--- config.mk ---
export PLATFORM = sky130hd
export DESIGN_NAME = dexp_ctrl
export DESIGN_NICKNAME = d
export VERILOG_FILES = /design/src/design/downward_expander_gate_assert.svh /design/src/design/dexp_pkg.sv /design/src/design/dexp_ctrl.sv
export SDC_FILE = /design/constraint.sdc
export NUM_CORES = 1
export LEC_CHECK = 0
export BUFFER_PORTS_ARGS = -buffer_cell sky130_fd_sc_hd__buf_2
export CORE_MARGIN = 1
export CORE_UTILIZATION = 40
export DETAILED_ROUTE_END_ITERATION = 10
export GPL_ROUTABILITY_DRIVEN = 0
export PLACE_DENSITY = 0.73
export SETUP_SLACK_MARGIN = 0.05
export SLEW_MARGIN = 10
export SYNTH_ARGS = -nofsm -noshare
export SYNTH_HDL_FRONTEND = slang
export SYNTH_SLANG_ARGS = --single-unit
--- constraint.sdc ---
create_clock -name clk -period 1.32 [get_ports clk]
set_input_delay 0.066 -clock clk [delete_from_list [all_inputs] [get_ports clk]]
set_output_delay 0.066 -clock clk [all_outputs]
set_load 0.02 [all_outputs]
--- src/design/downward_expander_gate_assert.svh ---
// ----------------------------------------------------------------------------
// Downward expander gate assertion macros
// Clocked property wrappers; ASSERT_OFF leaves the bodies empty.
// ----------------------------------------------------------------------------
`ifndef DOWNWARD_EXPANDER_GATE_ASSERT_SVH
`define DOWNWARD_EXPANDER_GATE_ASSERT_SVH

`ifndef ASSERT_OFF
// plain property, checked out of reset
`define DEG_ASSERT(lbl, clk, rst_n, prop) \
	lbl: assert property (@(posedge clk) disable iff (!rst_n) (prop)) \
		else $error("downward_expander_gate: assertion failed");
// antecedent implies consequent in the same cycle
`define DEG_ASSERT_IMP(lbl, clk, rst_n, ante, cons) \
	lbl: assert property (@(posedge clk) disable iff (!rst_n) (ante) |-> (cons)) \
		else $error("downward_expander_gate: implication failed");
// antecedent implies consequent in the next cycle
`define DEG_ASSERT_NEXT(lbl, clk, rst_n, ante, cons) \
	lbl: assert property (@(posedge clk) disable iff (!rst_n) (ante) |=> (cons)) \
		else $error("downward_expander_gate: next-cycle check failed");
`else
`define DEG_ASSERT(lbl, clk, rst_n, prop)
`define DEG_ASSERT_IMP(lbl, clk, rst_n, ante, cons)
`define DEG_ASSERT_NEXT(lbl, clk, rst_n, ante, cons)
`endif

`endif

--- src/design/dexp_pkg.sv ---
// ----------------------------------------------------------------------------
// Downward expander gate package
// Shared constants, controller states, register indexes and command bundle.
// ----------------------------------------------------------------------------
package dexp_pkg;

	localparam int SAMPLE_BITS_DEF    = 24;
	localparam int LOG_TABLE_BITS_DEF = 6;
	localparam int CFG_ADDR_W         = 3;
	localparam int CFG_DATA_W         = 24;

	// register indexes on the configuration port
	typedef enum logic [CFG_ADDR_W-1:0] {
		REG_THRESHOLD = 3'd0,
		REG_SLOPE     = 3'd1,
		REG_ATTACK    = 3'd2,
		REG_RELEASE   = 3'd3,
		REG_CHANNELS  = 3'd4
	} cfg_idx_t;

	typedef enum logic [3:0] {
		ST_IDLE,
		ST_NORM,
		ST_SQ,
		ST_DB,
		ST_TGT,
		ST_SM1,
		ST_SM2,
		ST_GINIT,
		ST_GSTEP,
		ST_GFIN,
		ST_APL,
		ST_APR,
		ST_OUT
	} state_t;

	// controller to datapath
	typedef struct packed {
		logic       load;
		logic       norm;
		logic       sq;
		logic       db;
		logic       tgt;
		logic       sm1;
		logic       sm2;
		logic       ginit;
		logic       gstep;
		logic       gfin;
		logic       apl;
		logic       apr;
		logic       out_load;
		logic [3:0] step;
	} dp_cmd_t;

endpackage

--- src/design/dexp_ctrl.sv ---
// ----------------------------------------------------------------------------
// Downward expander gate controller
// Sequences one frame through level, smoother, gain and output stages.
// ----------------------------------------------------------------------------
module dexp_ctrl (
	input  logic               clk,
	input  logic               arst_n,
	input  logic               in_valid,
	input  logic               out_ready,
	output logic               in_ready,
	output logic               out_valid,
	output dexp_pkg::dp_cmd_t  cmd
);

	dexp_pkg::state_t state_q, state_d;
	logic [3:0]       cnt_q;
	logic             out_valid_q;
	logic             out_free;

	assign out_free  = !out_valid_q || out_ready;
	assign out_valid = out_valid_q;

	// state, step counter and output word flag
	always_ff @(posedge clk or negedge arst_n) begin
		if (!arst_n) begin
			state_q     <= dexp_pkg::ST_IDLE;
			cnt_q       <= '0;
			out_valid_q <= 1'b0;
		end else begin
			state_q <= state_d;
			if (state_q == dexp_pkg::ST_SQ || state_q == dexp_pkg::ST_GSTEP)
				cnt_q <= cnt_q + 4'd1;
			else
				cnt_q <= '0;
			if (cmd.out_load)
				out_valid_q <= 1'b1;
			else if (out_ready)
				out_valid_q <= 1'b0;
		end
	end

	// next state and commands
	always_comb begin
		state_d  = state_q;
		cmd      = '0;
		cmd.step = cnt_q;
		in_ready = 1'b0;
		case (state_q)
			dexp_pkg::ST_IDLE: begin
				in_ready = 1'b1;
				if (in_valid) begin
					cmd.load = 1'b1;
					state_d  = dexp_pkg::ST_NORM;
				end
			end
			dexp_pkg::ST_NORM: begin
				cmd.norm = 1'b1;
				state_d  = dexp_pkg::ST_SQ;
			end
			dexp_pkg::ST_SQ: begin
				cmd.sq = 1'b1;
				if (cnt_q == 4'd15)
					state_d = dexp_pkg::ST_DB;
			end
			dexp_pkg::ST_DB: begin
				cmd.db  = 1'b1;
				state_d = dexp_pkg::ST_TGT;
			end
			dexp_pkg::ST_TGT: begin
				cmd.tgt = 1'b1;
				state_d = dexp_pkg::ST_SM1;
			end
			dexp_pkg::ST_SM1: begin
				cmd.sm1 = 1'b1;
				state_d = dexp_pkg::ST_SM2;
			end
			dexp_pkg::ST_SM2: begin
				cmd.sm2 = 1'b1;
				state_d = dexp_pkg::ST_GINIT;
			end
			dexp_pkg::ST_GINIT: begin
				cmd.ginit = 1'b1;
				state_d   = dexp_pkg::ST_GSTEP;
			end
			dexp_pkg::ST_GSTEP: begin
				cmd.gstep = 1'b1;
				if (cnt_q == 4'd15)
					state_d = dexp_pkg::ST_GFIN;
			end
			dexp_pkg::ST_GFIN: begin
				cmd.gfin = 1'b1;
				state_d  = dexp_pkg::ST_APL;
			end
			dexp_pkg::ST_APL: begin
				cmd.apl = 1'b1;
				state_d = dexp_pkg::ST_APR;
			end
			dexp_pkg::ST_APR: begin
				cmd.apr = 1'b1;
				state_d = dexp_pkg::ST_OUT;
			end
			dexp_pkg::ST_OUT: begin
				if (out_free) begin
					cmd.out_load = 1'b1;
					state_d      = dexp_pkg::ST_IDLE;
				end
			end
			default: state_d = dexp_pkg::ST_IDLE;
		endcase
	end

endmodule

==> run_results.csv, run 1 <==
group,metric,value,unit
outcome,status,"aborted with a tool error",
outcome,haltStage,"global routing (5_1_grt)",
outcome,first-error,"[ERROR DPL-0038] Utilization greater than 100%, impossible to legalize",
synth,synth-main-ff-cell,"dfrtp_1",
cts,cts_sinks,9,
synth,async_flop_share,100,%
cts,cts_root_buffer,"clkbuf_4",
floorplan,num_rows,12,
timing,worst_endpoint,"state_q[3]$_DFFE_PN0P_/D",
cts,cts_inserted_buffers,3,
synth,synth_cells,57,
synth,synthDistinctLibCells,23,
cts,cts_buffer_depth,2,
synth,ys_seq_elements,9,
synth,synth_top_cells_by_count,"nor2_1 (11), dfrtp_1 (9), nor3_1 (6)",
synth,synth_edf_count,0,
synth,synthXorXnorAreaFrac,4.92,%
synth,ys_seq_area_share,42.2,%
timing,worst-ep-kind,"register input",
synth,ys_warn_count,0,
synth,synth_nets,62,
synth,avgSynthCellArea,9.37,um2
synth,synth.mux.area_fraction,2.81,%
synth,yosys.area.top_type,"dfrtp_1",
synth,synth_top_cell_area_share,42.2,%
synth,synth_top_family_by_area,"simple AND/OR/NAND/NOR gates",
cts,htree_levels,1,
placement,io_buffers,22,
synth,synth_simple_gate_area_share,35.6,%
placement,dp_hpwl,973,um
floorplan,initial_core_util,45.6,%
synth,synth_adder_area_share,2.34,%
floorplan,die_h,38.5,um
synth,synth_compound_area_share,6.32,%
floorplan,die_w,38.5,um
synth,synthTopCellsByArea,"dfrtp_1 (42%), nor2_1 (7.7%), nand2b_1 (5.9%)",
floorplan,io_pins,23,
synth,yosysMostFrequentCell,"nor2_1",
global_route,grt_max_degree,10,
synth,synth_area,534,um2
per-stage QoR:
stage / utilization, % / std cells / setup WS, ps / cell area, um2
floorplan: - / 57 / -312 / 539
global placement: 62.9 / 103 / -92.4 / 737
detailed placement: 62.9 / 103 / -152 / 737
CTS: 83.1 / 115 / -154 / 973
cell families after synthesis:
family                   Yosys count
multiplexers                       1
adder cells (fa/ha/maj)            1
XOR/XNOR                           3
AND/OR/NAND/NOR                   34
buffers and inverters              4
AO/OA/AOI/OAI                      5
flip-flops                         9
timing repair:
| item | in CTS |
|---|---|
| endpoints found under the setup margin | 17 |
| hold buffers | 1 |
| buffers inserted | 7 |
| hold endpoints to repair | 9 |
| gates resized for setup | 43 |
| pin swaps | 7 |
==> run 2: changes to the inputs <==
Settings changed: CORE_AREA set to 2 2 63 65, CORE_MARGIN 1 to unset, CORE_UTILIZATION 40 to unset, DIE_AREA set to 0 0 65 67, PLACE_DENSITY 0.73 to unset, PLACE_DENSITY_LB_ADDON set to 0.15, SETUP_SLACK_MARGIN 0.05 to unset.
Clock period 1.32 ns to 1.7 ns, I/O delays scaled along.
==> run_results.csv, run 2 <==
group,metric,value,unit
power_and_ir_drop,powerDensity,1810,nW/um2
global_route,grt.overflow.total,0,
worst_setup_path,endpoint_kind,"output port",
worst_setup_path,crit_arrival,1440,ps
final_layout,diodes,0,
outcome,status,"completed",
synth,synth_nets,62,
detailed_routing,first_iter_violations,9,
floorplan,die-area,4360,um2
synth,synth_edf_count,0,
cts,postCtsResizedCells,0,
cts,cts_inserted_buffers,3,
detailed_routing,vias,508,
worst_setup_path,critical_path_class,"reg -> out",
synth,synth_area,534,um2
synth,avgSynthCellArea,9.37,um2
floorplan,io_pins,23,
timing,fin_crit_sh,89.9,%
synth,synthXorXnorAreaFrac,4.92,%
worst_setup_path,cp_max_fo,8,
floorplan,initial_core_util,14.8,%
floorplan,die_h,67,um
timing,slew_viol_final,0,
timing,fmaxAchievable,654,MHz
timing,hold_viol_final,0,
worst_setup_path,startpoint_type,"flip-flop",
timing,setup_tns,0,ps
timing,setup_viol,0,
detailed_routing,wl_per_cell,10.8,um
final_layout,layout.nets,91,
timing,maxSlewHeadroom,81.4,%
global_route,first_global_vias,485,
timing,finClkSkew,1.65,ps
floorplan,core,3610,um2
cts,clkTransAtPathRegs,50,ps
timing,min_period,1530,ps
synth,synthDistinctLibCells,23,
synth,ys_warn_count,0,
placement,io_buffers,22,
synth,synth_compound_area_share,6.32,%
final_layout,seqCellArea,225,um2
detailed_routing,vias_per_cell,3.82,
final_layout,fillers,412,
cts,htree_levels,1,
final_layout,final_common_cell,"buf_2",
floorplan,num_rows,22,
global_route,grt_max_degree,10,
detailed_routing,antenna_left,0,
synth,synthTopCellsByArea,"dfrtp_1 (42%), nor2_1 (7.7%), nand2b_1 (5.9%)",
power_and_ir_drop,p_leak,0.391,nW
synth,ys_seq_elements,9,
synth,synth_top_cell_area_share,42.2,%
power_and_ir_drop,power.total,0.00138,W
hold_path,hp-class,"in -> reg",
timing,whs,151,ps
synth,synth_simple_gate_area_share,35.6,%
cts,clkLatencyLatePin,230,ps
timing,tightest_slew,276,ps
synth,yosys.area.top_type,"dfrtp_1",
synth,synth_adder_area_share,2.34,%
cts,cts_sinks,9,
global_route,grt_pass1_wl,2310,um
cts,cts_root_buffer,"clkbuf_8",
cts,cts_buffer_depth,2,
floorplan,die_w,65,um
final_layout,final_cell_mix,"buf_2 (22), nor2_1 (11), dfrtp_1 (9)",
final_layout,multi_input_area,278,um2
synth,async_flop_share,100,%
global_route,grt_use_total,7.25,%
cts,cts_tree,"built",
flow_run,max_cap_viol_count,0,
synth,ys_seq_area_share,42.2,%
power_and_ir_drop,ir_drop,0.486,mV
final_layout,drive_gt1_share,37.6,%
timing,rsz0062_at_grt,"false",
synth,synth.mux.area_fraction,2.81,%
cts,cts_setup_buffers,0,
final_layout,area_growth,43.3,%
cts,cts_hold_buffers,1,
synth,synth-main-ff-cell,"dfrtp_1",
synth,synth_top_cells_by_count,"nor2_1 (11), dfrtp_1 (9), nor3_1 (6)",
synth,synth_cells,57,
worst_setup_path,critPathRequiredTime,1620,ps
placement,dp_hpwl,1140,um
detailed_routing,drt_wl_total,1430,um
detailed_routing,firstDrtPassIters,4,
detailed_routing,drc_errors,0,
global_route,antenna_found_initial,0,
synth,yosysMostFrequentCell,"nor2_1",
synth,synth_top_family_by_area,"simple AND/OR/NAND/NOR gates",
-- run 2: cell counts after synthesis --
No cell type changed its count.
-- run 2: path summary, 6_finish.rpt --
check,slack [ps],cells past startpoint,end,startpoint
worst min-delay path,150,3,out_valid$_DFFE_PN0P_,out_ready
max in group asynchronous,1270,2,out_valid$_DFFE_PN0P_,arst_n
min in group asynchronous,240,2,state_q[0]$_DFFE_PN0P_,arst_n
worst min register to register,480,1,cnt_q[0]$_DFF_PN0_,cnt_q[0]$_DFF_PN0_
worst max register to register,190,4,state_q[3]$_DFFE_PN0P_,state_q[3]$_DFFE_PN0P_
worst max-delay path,170,4,cmd[12],state_q[3]$_DFFE_PN0P_
-- run 2: per-layer routing --
layer,track usage [%],vias up,wire length (um)
li1,-,252,-
met1,10.3,233,739
met2,9.15,19,574
met3,1.69,4,79
met4,5.59,0,40
met5,0,-,0
-- run 2: critical path, stage by stage (launching register included) --
cell and delay, ps:
dfrtp_1 430, buf_4 190, nand2b_1 220, nor3_1 160
buf_2 200
-- run 2: metrics by stage --
stage | utilization (%) | cells | area (um2) | setup slack, ps
CTS | 21.2 | 133 | 766 | 169
global placement | 19.7 | 128 | 711 | 192
global route | 21.2 | 133 | 766 | 66.0
finish | 21.2 | 133 | 766 | 171
floorplan | - | 57 | 534 | 43.8
detailed placement | 19.7 | 128 | 711 | 194
-- run 2: kinds of logic after synthesis --
family                     count (synthesis)
xor gates and xnor gates                   3
adders and majority gates                  1
AOI/OAI and AO/OA                          5
DFF                                        9
and+or+nand+nor                           34
buffers and inverters                      4
muxes                                      1
-- run 2: layout make-up --
| type | instances | share of cell area [%] |
|---|---|---|
| tap | 48 | 7.84 |
| timing repair buffer | 28 | 20.6 |
| clock buffer | 4 | 5.88 |
| sequential | 9 | 29.4 |
| multi-input combinational | 44 | 36.3 |
-- run 2: where the power goes --
part,switching (W),internal [W]
sequential,0.0000833,0.000275
combinational,0.000453,0.000318
clock,0.0000900,0.000164
total,0.000626,0.000756
Power figures use the tool's default switching activity.
